`src/hdl/tgt_pkg.sv`:
```
// ============================================================================
// Twiddle gain tuner package
// Shared widths, function codes, register indexes, scale constants and the
// divider interface types.
// ============================================================================
package tgt_pkg;

    // Field and state widths
    localparam int GAIN_W  = 32;
    localparam int DELTA_W = 31;
    localparam int ERR_W   = 48;
    localparam int CTE_W   = 16;
    localparam int STEPS_W = 16;
    localparam int CFG_AW  = 3;
    localparam int CFG_DW  = 32;
    localparam int COEF_W  = 17;
    localparam int PROD_W  = DELTA_W + COEF_W;

    // Request function codes
    typedef enum logic [1:0] {
        FUNC_ERR     = 2'd0,
        FUNC_BEST    = 2'd1,
        FUNC_TUNE    = 2'd2,
        FUNC_RESTART = 2'd3
    } t_func;

    // Configuration register indexes
    localparam logic [CFG_AW-1:0] CFG_GAIN_P  = 3'd0;
    localparam logic [CFG_AW-1:0] CFG_GAIN_I  = 3'd1;
    localparam logic [CFG_AW-1:0] CFG_GAIN_D  = 3'd2;
    localparam logic [CFG_AW-1:0] CFG_DELTA_P = 3'd3;
    localparam logic [CFG_AW-1:0] CFG_DELTA_I = 3'd4;
    localparam logic [CFG_AW-1:0] CFG_DELTA_D = 3'd5;
    localparam logic [CFG_AW-1:0] CFG_THRESH  = 3'd6;

    // Q16.16 constants
    localparam logic [DELTA_W-1:0] ONE_Q16    = 31'd65536;
    localparam logic [DELTA_W-1:0] THR_RESET  = 31'd131;
    localparam logic [COEF_W-1:0]  GROW_Q16   = 17'd72090;
    localparam logic [COEF_W-1:0]  SHRINK_Q16 = 17'd58982;
    localparam logic [DELTA_W-1:0] DELTA_MAX  = 31'h7FFF_FFFF;
    localparam logic [ERR_W-1:0]   ERR_MAX    = 48'hFFFF_FFFF_FFFF;

    // Divider request and response
    typedef struct packed {
        logic               start;
        logic [ERR_W-1:0]   dividend;
        logic [STEPS_W-1:0] divisor;
    } t_div_req;

    typedef struct packed {
        logic             done;
        logic [ERR_W-1:0] quot;
    } t_div_rsp;

endpackage

```
`src/hdl/tgt_div.sv`:
```
// ============================================================================
// Twiddle gain tuner divider
// Restoring unsigned divider, one quotient bit per cycle, for the average
// error (error sum over step count).
// ============================================================================
module tgt_div (
    input  logic              i_clk,
    input  logic              i_rst_n,
    input  tgt_pkg::t_div_req i_req,
    output tgt_pkg::t_div_rsp o_rsp
);
    import tgt_pkg::*;

    localparam int CNT_W = $clog2(ERR_W);

    logic                 r_busy;
    logic                 r_done;
    logic [CNT_W-1:0]     r_cnt;
    logic [STEPS_W-1:0]   r_rem;
    logic [STEPS_W-1:0]   r_divisor;
    logic [ERR_W-1:0]     r_quo;
    logic [STEPS_W:0]     w_rem_sh;
    logic [STEPS_W:0]     w_diff;
    logic                 w_ge;

    // Shift in the next dividend bit and trial-subtract
    assign w_rem_sh = {r_rem, r_quo[ERR_W-1]};
    assign w_ge     = w_rem_sh >= {1'b0, r_divisor};
    assign w_diff   = w_rem_sh - {1'b0, r_divisor};

    always_ff @(posedge i_clk) begin
        if (!i_rst_n) begin
            r_busy <= 1'b0;
            r_done <= 1'b0;
            r_cnt  <= '0;
        end else begin
            r_done <= 1'b0;
            if (i_req.start) begin
                r_busy <= 1'b1;
                r_cnt  <= '0;
            end else if (r_busy) begin
                r_cnt <= r_cnt + 1'b1;
                if (r_cnt == CNT_W'(ERR_W - 1)) begin
                    r_busy <= 1'b0;
                    r_done <= 1'b1;
                end
            end
        end
    end

    // Datapath: load operands, then one bit per cycle
    always_ff @(posedge i_clk) begin
        if (i_req.start) begin
            r_quo     <= i_req.dividend;
            r_rem     <= '0;
            r_divisor <= i_req.divisor;
        end else if (r_busy) begin
            r_quo <= {r_quo[ERR_W-2:0], w_ge};
            r_rem <= w_ge ? w_diff[STEPS_W-1:0] : w_rem_sh[STEPS_W-1:0];
        end
    end

    assign o_rsp.done = r_done;
    assign o_rsp.quot = r_quo;

endmodule

```
`src/hdl/twiddle_gain_tuner_unit.sv`:
```
// ============================================================================
// Twiddle gain tuner
// Coordinate-ascent tuner for a set of Q16.16 PID gains, driven by requests.
// ============================================================================
// One request is taken at a time and each gives exactly one result. An error
// sample passes through acceptance, a square on the shared multiplier, a
// saturating accumulate and the output load; a restart goes from acceptance
// straight to the output load. Setting the best error runs the restoring
// divider when the step count is nonzero and loads zero otherwise. A tuning
// step first sums the deltas of all gains, then may run the divider, which
// forms the average error, before it steps a gain. The next request
// is taken while a finished result still waits on the output register.
module twiddle_gain_tuner_unit #(
    parameter int NUM_GAINS = 3
) (
    input  logic                       i_clk,
    input  logic                       i_rst_n,
    // Configuration writes
    input  logic                       i_cfg_we,
    input  logic [tgt_pkg::CFG_AW-1:0] i_cfg_addr,
    input  logic [tgt_pkg::CFG_DW-1:0] i_cfg_wdata,
    // Request stream
    input  logic                       s_axis_tvalid,
    output logic                       s_axis_tready,
    input  logic [31:0]                s_axis_tdata,  // cte[15:0], steps[31:16]
    input  logic [2:0]                 s_axis_tuser,  // func[1:0], complete[2]
    // Result stream
    output logic                       m_axis_tvalid,
    input  logic                       m_axis_tready,
    // gain_p[31:0], gain_i[63:32], gain_d[95:64], best_p[127:96],
    // best_i[159:128], best_d[191:160], tune_index[193:192], zero[199:194]
    output logic [199:0]               m_axis_tdata,
    output logic                       m_axis_tuser   // done_res[0]
);
    import tgt_pkg::*;

    localparam int IDX_W  = (NUM_GAINS > 1) ? $clog2(NUM_GAINS) : 1;
    localparam int DSUM_W = DELTA_W + ((NUM_GAINS > 1) ? $clog2(NUM_GAINS) : 0);
    localparam int SUM_W  = GAIN_W + 2;

    typedef enum logic [3:0] {
        S_IDLE, S_MUL, S_ACC, S_DIV, S_SUM, S_CHK,
        S_TUNE, S_MISS, S_SCALE, S_ADV, S_ADD, S_FIN
    } t_state;

    // Configuration registers
    logic signed [GAIN_W-1:0]  r_cfg_gain  [3];
    logic        [DELTA_W-1:0] r_cfg_delta [3];
    logic        [DELTA_W-1:0] r_cfg_thr;

    // Tuner state
    t_state                    r_state;
    logic signed [GAIN_W-1:0]  r_gain  [NUM_GAINS];
    logic        [DELTA_W-1:0] r_delta [NUM_GAINS];
    logic signed [GAIN_W-1:0]  r_best  [NUM_GAINS];
    logic        [ERR_W-1:0]   r_err;
    logic        [ERR_W-1:0]   r_best_avg;
    logic        [IDX_W-1:0]   r_idx;
    logic        [IDX_W-1:0]   r_ptr;
    logic                      r_add_flag;
    logic                      r_sub_flag;
    logic        [DSUM_W-1:0]  r_dsum;
    logic                      r_done;

    // Latched request
    t_func                     r_func;
    logic        [STEPS_W-1:0] r_steps;
    logic                      r_complete;

    // Shared multiplier
    logic        [DELTA_W-1:0] r_ma;
    logic        [COEF_W-1:0]  r_mb;
    logic        [PROD_W-1:0]  r_prod;

    // Divider
    logic                      r_div_start;
    t_div_req                  w_div_req;
    t_div_rsp                  w_div_rsp;

    // Output register
    logic                      r_ovalid;
    logic                      r_o_done;
    logic signed [GAIN_W-1:0]  r_o_gain [3];
    logic signed [GAIN_W-1:0]  r_o_best [3];
    logic        [1:0]         r_o_idx;

    // Combinational helpers
    t_func                     w_func;
    logic signed [CTE_W-1:0]   w_cte;
    logic        [CTE_W-1:0]   w_cte_abs;
    logic                      w_accept;
    logic signed [GAIN_W-1:0]  w_gain_rd;
    logic        [DELTA_W-1:0] w_delta_rd;
    logic signed [SUM_W-1:0]   w_addend;
    logic signed [SUM_W-1:0]   w_gsum;
    logic signed [GAIN_W-1:0]  w_gsat;
    logic        [ERR_W:0]     w_err_sum;
    logic        [ERR_W-1:0]   w_err_sat;
    logic        [PROD_W:0]    w_round;
    logic        [PROD_W-16:0] w_scaled;
    logic        [DELTA_W-1:0] w_delta_sat;
    logic                      w_load;
    logic signed [GAIN_W-1:0]  w_rl_gain  [NUM_GAINS];
    logic        [DELTA_W-1:0] w_rl_delta [NUM_GAINS];
    logic signed [GAIN_W-1:0]  w_out_gain [3];
    logic signed [GAIN_W-1:0]  w_out_best [3];

    assign w_func    = t_func'(s_axis_tuser[1:0]);
    assign w_cte     = s_axis_tdata[CTE_W-1:0];
    assign w_cte_abs = w_cte[CTE_W-1] ? CTE_W'(-w_cte) : CTE_W'(w_cte);
    assign w_accept  = s_axis_tvalid && s_axis_tready;
    assign s_axis_tready = (r_state == S_IDLE);

    // Hold configuration registers
    always_ff @(posedge i_clk) begin
        if (!i_rst_n) begin
            for (int k = 0; k < 3; k++) begin
                r_cfg_gain[k]  <= '0;
                r_cfg_delta[k] <= ONE_Q16;
            end
            r_cfg_thr <= THR_RESET;
        end else if (i_cfg_we) begin
            case (i_cfg_addr)
                CFG_GAIN_P:  r_cfg_gain[0]  <= i_cfg_wdata;
                CFG_GAIN_I:  r_cfg_gain[1]  <= i_cfg_wdata;
                CFG_GAIN_D:  r_cfg_gain[2]  <= i_cfg_wdata;
                CFG_DELTA_P: r_cfg_delta[0] <= i_cfg_wdata[DELTA_W-1:0];
                CFG_DELTA_I: r_cfg_delta[1] <= i_cfg_wdata[DELTA_W-1:0];
                CFG_DELTA_D: r_cfg_delta[2] <= i_cfg_wdata[DELTA_W-1:0];
                CFG_THRESH:  r_cfg_thr      <= i_cfg_wdata[DELTA_W-1:0];
                default: ;
            endcase
        end
    end

    // Restart values and output field mapping per gain slot
    for (genvar k = 0; k < NUM_GAINS; k++) begin : g_reload
        if (k < 3) begin : g_cfg
            assign w_rl_gain[k]  = r_cfg_gain[k];
            assign w_rl_delta[k] = r_cfg_delta[k];
        end else begin : g_def
            assign w_rl_gain[k]  = '0;
            assign w_rl_delta[k] = ONE_Q16;
        end
    end

    for (genvar k = 0; k < 3; k++) begin : g_out
        if (k < NUM_GAINS) begin : g_used
            assign w_out_gain[k] = r_gain[k];
            assign w_out_best[k] = r_best[k];
        end else begin : g_absent
            assign w_out_gain[k] = '0;
            assign w_out_best[k] = '0;
        end
    end

    // Single read port at the sequencer pointer
    assign w_gain_rd  = r_gain[r_ptr];
    assign w_delta_rd = r_delta[r_ptr];

    // Shared saturating gain adder: add delta, or subtract twice the delta
    always_comb begin
        if (r_state == S_MISS && !r_sub_flag) begin
            w_addend = -$signed({2'b00, w_delta_rd, 1'b0});
        end else begin
            w_addend = $signed({3'b000, w_delta_rd});
        end
        w_gsum = SUM_W'(w_gain_rd) + w_addend;
        if (w_gsum[SUM_W-1:GAIN_W-1] == '0 || w_gsum[SUM_W-1:GAIN_W-1] == '1) begin
            w_gsat = w_gsum[GAIN_W-1:0];
        end else if (w_gsum[SUM_W-1]) begin
            w_gsat = {1'b1, {(GAIN_W-1){1'b0}}};
        end else begin
            w_gsat = {1'b0, {(GAIN_W-1){1'b1}}};
        end
    end

    // Saturating error accumulate
    assign w_err_sum = {1'b0, r_err} + (ERR_W+1)'(r_prod);
    assign w_err_sat = w_err_sum[ERR_W] ? ERR_MAX : w_err_sum[ERR_W-1:0];

    // Delta scale: round half up, saturate
    assign w_round     = {1'b0, r_prod} + (PROD_W+1)'(32768);
    assign w_scaled    = w_round[PROD_W:16];
    assign w_delta_sat = (w_scaled > (PROD_W-15)'(DELTA_MAX)) ? DELTA_MAX
                                                              : w_scaled[DELTA_W-1:0];

    // Divider
    assign w_div_req.start    = r_div_start;
    assign w_div_req.dividend = r_err;
    assign w_div_req.divisor  = r_steps;

    tgt_div u_div (
        .i_clk   (i_clk),
        .i_rst_n (i_rst_n),
        .i_req   (w_div_req),
        .o_rsp   (w_div_rsp)
    );

    assign w_load = (r_state == S_FIN) && (!r_ovalid || m_axis_tready);

    // Sequencer
    always_ff @(posedge i_clk) begin
        if (!i_rst_n) begin
            r_state     <= S_IDLE;
            r_err       <= '0;
            r_best_avg  <= '0;
            r_idx       <= '0;
            r_ptr       <= '0;
            r_add_flag  <= 1'b0;
            r_sub_flag  <= 1'b0;
            r_div_start <= 1'b0;
            r_done      <= 1'b0;
            r_ovalid    <= 1'b0;
            for (int k = 0; k < NUM_GAINS; k++) begin
                r_gain[k]  <= '0;
                r_delta[k] <= ONE_Q16;
                r_best[k]  <= '0;
            end
        end else begin
            r_div_start <= 1'b0;

            // Drop the result once taken
            if (m_axis_tvalid && m_axis_tready) begin
                r_ovalid <= 1'b0;
            end

            unique case (r_state)
                S_IDLE: begin
                    if (w_accept) begin
                        r_func     <= w_func;
                        r_steps    <= s_axis_tdata[31:16];
                        r_complete <= s_axis_tuser[2];
                        r_done     <= 1'b0;
                        unique case (w_func)
                            FUNC_ERR: begin
                                r_ma    <= DELTA_W'(w_cte_abs);
                                r_mb    <= COEF_W'(w_cte_abs);
                                r_state <= S_MUL;
                            end
                            FUNC_BEST: begin
                                if (s_axis_tdata[31:16] == '0) begin
                                    r_best_avg <= '0;
                                    r_state    <= S_FIN;
                                end else begin
                                    r_div_start <= 1'b1;
                                    r_state     <= S_DIV;
                                end
                            end
                            FUNC_TUNE: begin
                                r_ptr   <= '0;
                                r_dsum  <= '0;
                                r_state <= S_SUM;
                            end
                            FUNC_RESTART: begin
                                for (int k = 0; k < NUM_GAINS; k++) begin
                                    r_gain[k]  <= w_rl_gain[k];
                                    r_delta[k] <= w_rl_delta[k];
                                end
                                r_state <= S_FIN;
                            end
                        endcase
                    end
                end
                S_MUL: begin
                    r_prod  <= r_ma * r_mb;
                    r_state <= (r_func == FUNC_ERR) ? S_ACC : S_SCALE;
                end
                S_ACC: begin
                    r_err   <= w_err_sat;
                    r_state <= S_FIN;
                end
                S_DIV: begin
                    if (w_div_rsp.done) begin
                        if (r_func == FUNC_BEST) begin
                            r_best_avg <= w_div_rsp.quot;
                            r_state    <= S_FIN;
                        end else if (w_div_rsp.quot < r_best_avg) begin
                            // Better run: record it and grow the delta
                            r_best_avg <= w_div_rsp.quot;
                            r_best     <= r_gain;
                            r_add_flag <= 1'b0;
                            r_sub_flag <= 1'b0;
                            r_ma       <= w_delta_rd;
                            r_mb       <= GROW_Q16;
                            r_state    <= S_MUL;
                        end else begin
                            r_state <= S_MISS;
                        end
                    end
                end
                S_SUM: begin
                    r_dsum <= r_dsum + DSUM_W'(w_delta_rd);
                    if (r_ptr == IDX_W'(NUM_GAINS - 1)) begin
                        r_state <= S_CHK;
                    end else begin
                        r_ptr <= r_ptr + 1'b1;
                    end
                end
                S_CHK: begin
                    if (r_dsum < DSUM_W'(r_cfg_thr)) begin
                        r_done  <= 1'b1;
                        r_state <= S_FIN;
                    end else begin
                        r_ptr   <= r_idx;
                        r_state <= S_TUNE;
                    end
                end
                S_TUNE: begin
                    priority if (!r_add_flag) begin
                        r_state <= S_ADD;
                    end else if (r_steps == '0 || !r_complete) begin
                        r_state <= S_MISS;
                    end else begin
                        r_div_start <= 1'b1;
                        r_state     <= S_DIV;
                    end
                end
                S_MISS: begin
                    r_gain[r_ptr] <= w_gsat;
                    if (!r_sub_flag) begin
                        // Try the other side
                        r_err      <= '0;
                        r_sub_flag <= 1'b1;
                        r_state    <= S_FIN;
                    end else begin
                        // Restore the gain and shrink the delta
                        r_add_flag <= 1'b0;
                        r_sub_flag <= 1'b0;
                        r_ma       <= w_delta_rd;
                        r_mb       <= SHRINK_Q16;
                        r_state    <= S_MUL;
                    end
                end
                S_SCALE: begin
                    r_delta[r_ptr] <= w_delta_sat;
                    r_state        <= S_ADV;
                end
                S_ADV: begin
                    r_err <= '0;
                    if (r_idx == IDX_W'(NUM_GAINS - 1)) begin
                        r_idx   <= '0;
                        r_state <= S_FIN;
                    end else begin
                        r_idx   <= r_idx + 1'b1;
                        r_ptr   <= r_idx + 1'b1;
                        r_state <= S_ADD;
                    end
                end
                S_ADD: begin
                    r_gain[r_ptr] <= w_gsat;
                    r_err         <= '0;
                    r_add_flag    <= 1'b1;
                    r_state       <= S_FIN;
                end
                S_FIN: begin
                    if (w_load) begin
                        r_ovalid <= 1'b1;
                        r_state  <= S_IDLE;
                    end
                end
            endcase
        end
    end

    // Load the result register
    always_ff @(posedge i_clk) begin
        if (w_load) begin
            r_o_done <= r_done;
            r_o_gain <= w_out_gain;
            r_o_best <= w_out_best;
            r_o_idx  <= 2'(r_idx);
        end
    end

    assign m_axis_tvalid = r_ovalid;
    assign m_axis_tuser  = r_o_done;
    assign m_axis_tdata  = {6'd0, r_o_idx,
                            r_o_best[2], r_o_best[1], r_o_best[0],
                            r_o_gain[2], r_o_gain[1], r_o_gain[0]};

endmodule

```
`config.mk`:
```
export PLATFORM = sky130hd
export DESIGN_NAME = twiddle_gain_tuner_unit
export DESIGN_NICKNAME = d
export VERILOG_FILES = /design/src/hdl/tgt_pkg.sv /design/src/hdl/tgt_div.sv /design/src/hdl/twiddle_gain_tuner_unit.sv
export SDC_FILE = /design/constraint.sdc
export NUM_CORES = 2
export LEC_CHECK = 0
export BUFFER_PORTS_ARGS = -buffer_cell sky130_fd_sc_hd__buf_4
export CAP_MARGIN = 0
export CORE_MARGIN = 2
export CORE_UTILIZATION = 40
export CTS_BUF_LIST = sky130_fd_sc_hd__clkbuf_8
export CTS_CLUSTER_DIAMETER = 60
export CTS_CLUSTER_SIZE = 20
export DETAILED_ROUTE_END_ITERATION = 10
export SYNTH_ARGS = -nofsm -noshare
export SYNTH_HDL_FRONTEND = slang
export SYNTH_SLANG_ARGS = --single-unit
```
`constraint.sdc`:
```
create_clock -name i_clk -period 17.4 [get_ports i_clk]
set_clock_uncertainty 0.1 [all_clocks]
set_input_delay 2.61 -clock i_clk [delete_from_list [all_inputs] [get_ports i_clk]]
set_output_delay 2.61 -clock i_clk [all_outputs]
set_load 0.03 [all_outputs]
```
# After elaboration in Yosys (flattened, before gate mapping)
# Memory sizes are Yosys's and may differ from the RTL's. A register that Yosys moved wholly into a read port is not among the register bits.
# Cells that the tools add are included.
[word_totals]
regBits = 763
ramBits = 282
inputBits = 75
output_inout_bits = 203
word_cells = 298
memories = 3
[memory_table]
columns = ["memory", "depth", "width", "read_ports", "rd_ports_with_merged_regs", "write_ports", "line", "text"]
rows = [
  ["r_cfg_gain", 3, 32, 3, 0, 3, "twiddle_gain_tuner_unit.sv:47", "logic signed [GAIN_W-1:0] r_cfg_gain [3];"],
  ["r_cfg_delta", 3, 31, 3, 0, 3, "twiddle_gain_tuner_unit.sv:48", "logic [DELTA_W-1:0] r_cfg_delta [3];"],
  ["r_delta", 3, 31, 1, 1, 3, "twiddle_gain_tuner_unit.sv:54", "logic [DELTA_W-1:0] r_delta [NUM_GAINS];"],
]
[op_classes]
n_addsub = 10
multipliers = 1
order_cmp = 6
n_eq_ne = 43
mux = 136
n_bitwise = 13
n_reduce_logical = 48
[ops]
columns = ["cell", "count"]
rows = [
  ["$mux W48", 10],
  ["$mux W31", 14],
  ["$mux W32", 8],
  ["$mux W96", 2],
  ["$pmux W96 S2", 1],
  ["$pmux W48 S3", 1],
  ["$mux W17", 6],
  ["$bwmux W96", 1],
  ["$pmux W48 S2", 1],
  ["$pmux W31 S3", 1],
  ["$mux W33", 2],
  ["$pmux W33 S2", 1],
  ["$bmux W32 S2", 1],
  ["$demux W32 S2", 1],
  ["$mux W1", 54],
  ["$pmux W17 S3", 1],
  ["$add A48 B16 Y49 const B", 1],
  ["$add A48 B48 Y49", 1],
  ["$lt A48 B48 Y1", 1],
  ["$mul A31 B17 Y48", 1],
  ["$pmux W4 S11", 1],
  ["$mux W4", 10],
  ["$add A32 B34 Y34", 1],
  ["$mux W34", 1],
  ["53 further kinds", 135],
]

# Longest topological paths before layout
[logic_depth]
word_depth = 10
depth_mapped = 27
depth_no_buf = 25

# Hierarchy
# From an unflattened synthesis, not the netlist that was laid out.
[hier_totals]
hier_cells = 6414
area_unflattened_um2 = 66755.3
[modules_own_cells]
columns = ["mod", "n_inst", "cells_per_inst", "area_each_um2", "seq_area_each_um2"]
rows = [
  ["twiddle_gain_tuner_unit", 1, 6030, 62283.5, 26385.3],
  ["tgt_div", 1, 384, 4471.8, 2402.3],
]

# Worst setup path before layout
# OpenSTA, ideal clock, no wires.
[synth_path]
path_type = "input to register"
startpoint = "input m_axis_tready"
endpoint = "register r_o_gain (netlist bit m_axis_tdata[0]), enable pin"
setup_ns = 0.775
arrival_ns = 11.297
path_slack_ns = 5.228
stages = 2
n_path_buf = 0
cell_sequence = "nand2b_1 -> nor2b_1"
[synth_via]
elab_chain_len = 2
[synth_rtl]
columns = ["element", "line", "text"]
rows = [
  ["start, declared", "twiddle_gain_tuner_unit.sv:29", "input logic m_axis_tready,"],
  ["$logic_or A1 B1 Y1", "twiddle_gain_tuner_unit.sv:200", "assign w_load = (r_state == S_FIN) && (!r_ovalid || m_axis_tready);"],
  ["$logic_and A1 B1 Y1", "twiddle_gain_tuner_unit.sv:200", ""],
  ["net w_load", "twiddle_gain_tuner_unit.sv:102", "logic w_load;"],
  ["end signal, assigned", "twiddle_gain_tuner_unit.sv:370", "r_o_gain <= w_out_gain;"],
  ["end, declared", "twiddle_gain_tuner_unit.sv:83", "logic signed [GAIN_W-1:0] r_o_gain [3];"],
]
# The timed path passes the listed nets, and every way through them passes these cells.
# A chain may end at the register's enable or synchronous reset.

==> qor.yml <==
outcome: "finished clean"
clock_sinks: 1078
cts.repair.resized: 0
fin_crit_ns: 7.95
drcViolationCount: 0
fin_area_um2: 73200
async_flop_share_pct: 0
post-cts-setup-buffers: 0
finalSetupViolCount: 0
path_class: "register to register"
dp.final_hpwl_mm: 137
crit_fanout: 31
fill_cells: 15700
fmax_ghz: 0.126
num_rows: 150
synth_edf_count: 720
tns_ns: 0
die_area_um2: 171000
hp-class: "register to register"
synth_top_family_by_area: "adder cells"
seq_area_frac_synth_pct: 43.0
cts_tree: "done"
synth_xor_area_share_pct: 2.79
ctsHoldBuffers: 0
dr.pass1.iters: 6
syn_area_um2: 66900
multi_input_area_um2: 34400
clk-insertion-delay-late_ns: 0.85
grt_usage_pct: 22.4
core-area_um2: 167000
clk_pin_slew_ns: 0.12
io-pin-count: 278
drive_above_1_share_pct: 9.85
fin_crit_sh_pct: 45.7
synth-adder-area-share_pct: 19.4
area_growth_pct: 9.33
regArea_um2: 28800
synthDistinctLibCells: 84
overflow: 0
slew_viol_final: 0
cts-root-buf: "clkbuf_8"
start_util_pct: 40.1
startpoint_type: "register"
yosys_warnings: 0
drtIter0Drc: 4549
cts_buffer_depth: 3
syn-mean-instance-area_um2: 10.5
worst_pin_slew_ns: 1.15
crit_required_ns: 18.03
cts_buffers: 85
synthSimpleGateAreaFrac_pct: 13.3
die_h_um: 413
layout_common_cells: "788 x nand2_1, 720 x edfxtp_1, 704 x inv_1"
antenna_found_initial: 6
final-hold-violation-count: 0
rsz0062_at_grt: "no"
ys.flop_type: "edfxtp_1"
drt.antenna.violating_nets: 0
layout_commonest_cell: "nand2_1"
wire_per_inst_um: 22.0
htree_num_levels: 3
muxShareOfSynthArea_pct: 4.65
num-nets-final: 7345
num_vias: 48100
placedInstanceArea_um2: 71100
wl_mm: 193
ys_seq_elements: 1078
cp.arrival_ns: 8.58
grt_pass1_vias: 46700
cp-end-kind: "register"
grt_pass1_wl_mm: 293
grt_max_degree: 104
fp.dieW_um: 413
vias_per_cell: 5.48
synth_compound_area_share_pct: 10.9
max-cap-violations: 0
syn_inst: 6377
slew_headroom_pct: 23.5
port_buffers: 271
gp_congestion: 0.926
==> synthesized netlist by cell type, drive strengths merged, types with 42 or more instances <==
| cell type | n | area [µm²] |
|---|---|---|
| a22o | 86 | 753 |
| edfxtp | 720 | 21600 |
| xor2 | 92 | 806 |
| dfxtp | 358 | 7170 |
| a21oi | 278 | 1390 |
| nor3 | 42 | 210 |
| nand3 | 124 | 626 |
| buf | 42 | 279 |
| and3 | 54 | 338 |
| nand2b | 53 | 332 |
| ha | 338 | 4230 |
| clkbuf | 280 | 1050 |
| a221oi | 89 | 842 |
| fa | 438 | 8770 |
| xnor2 | 120 | 1060 |
| mux2i | 185 | 1850 |
| a21o | 114 | 856 |
| o21ai | 315 | 1580 |
| nand2 | 790 | 2970 |
| nor2 | 394 | 1480 |
| mux2 | 50 | 563 |
| and2 | 288 | 1800 |
| inv | 686 | 2570 |
==> final cells by class <==
cell class                 instances  area share [%]
timing repair buffer             347            3.57
inverter                         688            3.54
clock inverter                    71            1.06
antenna                            3          0.0103
clock buffer                      89            1.67
multi-input combinational       4294            47.0
sequential                      1078            39.4
tap                             2204            3.77
==> metrics by stage <==
step / cells / worst slack [ns] / utilization (%) / hold WS (ns)
5_1_grt: 8772 / 8.96 / 43.9 / 0.338
6_report: 8774 / 9.45 / 43.9 / 0.328
4_1_cts: 8771 / 9.59 / 43.9 / 0.333
3_5_place_dp: 8611 / 9.61 / 42.7 / 0.313
3_3_place_gp: 8611 / 9.69 / 42.7 / 0.309
2_1_floorplan: 6382 / 5.23 / - / 0.308
==> logic make-up after synthesis <==
kind of cell	count (synthesis)
multiplexers	266
buffers and inverters	1010
AND/OR/NAND/NOR	1913
XOR/XNOR	212
AO/OA/AOI/OAI	1121
other	1
flip-flops	1078
adder cells (fa/ha/maj)	776
==> registers in the layout, indices dropped and copies added (netlist names), 16 cells and up, named ones only <==
register / count
m_axis_tdata: 192
r_delta: 124
r_best: 96
r_cfg_gain: 96
r_gain: 96
r_cfg_delta: 93
r_best_avg: 48
r_err: 48
r_prod: 48
u_div.r_quo: 48
r_dsum: 33
r_cfg_thr: 31
r_ma: 31
r_mb: 17
r_steps: 16
u_div.r_divisor: 16
u_div.r_rem: 16
==> path summary, 6_finish.rpt <==
kind / start / end / slack, ns / depth (start not counted)
max: register / r_gain[51] / 9.45 / 20
min: r_best[14] / m_axis_tdata[174] / 0.33 / 0
max reg2reg: register / r_gain[51] / 9.45 / 20
min reg2reg: r_best[14] / m_axis_tdata[174] / 0.33 / 0
==> critical path, stage by stage, from the launching register on <==
cell       delay (ns)
dfxtp_2          0.33
buf_4            0.57
mux4_2           0.72
nor4_1           0.45
nand2_1          0.26
nor3_1           0.67
nand3b_1         0.24
or3_1            0.42
xnor2_1          0.14
o21ai_0          0.11
ha_1             0.47
nand3_1          0.15
nor2_1           0.23
inv_1            0.09
o31ai_1          0.69
a2111oi_0        0.26
mux2_2           0.31
or4_4            0.57
and2_2           0.50
a221oi_1         0.39
nor2_1           0.09
==> metal layers <==
layer	track usage, %	vias up	wire (µm)
li1	-	22000	-
met1	32.9	24100	87400
met2	34.6	1759	86300
met3	3.19	237	14600
met4	5.79	2	4550
met5	0	-	12
Power is left out: the tool's default activity adds up to more than one toggle a clock period on the data nets, which glitch-free logic cannot reach.
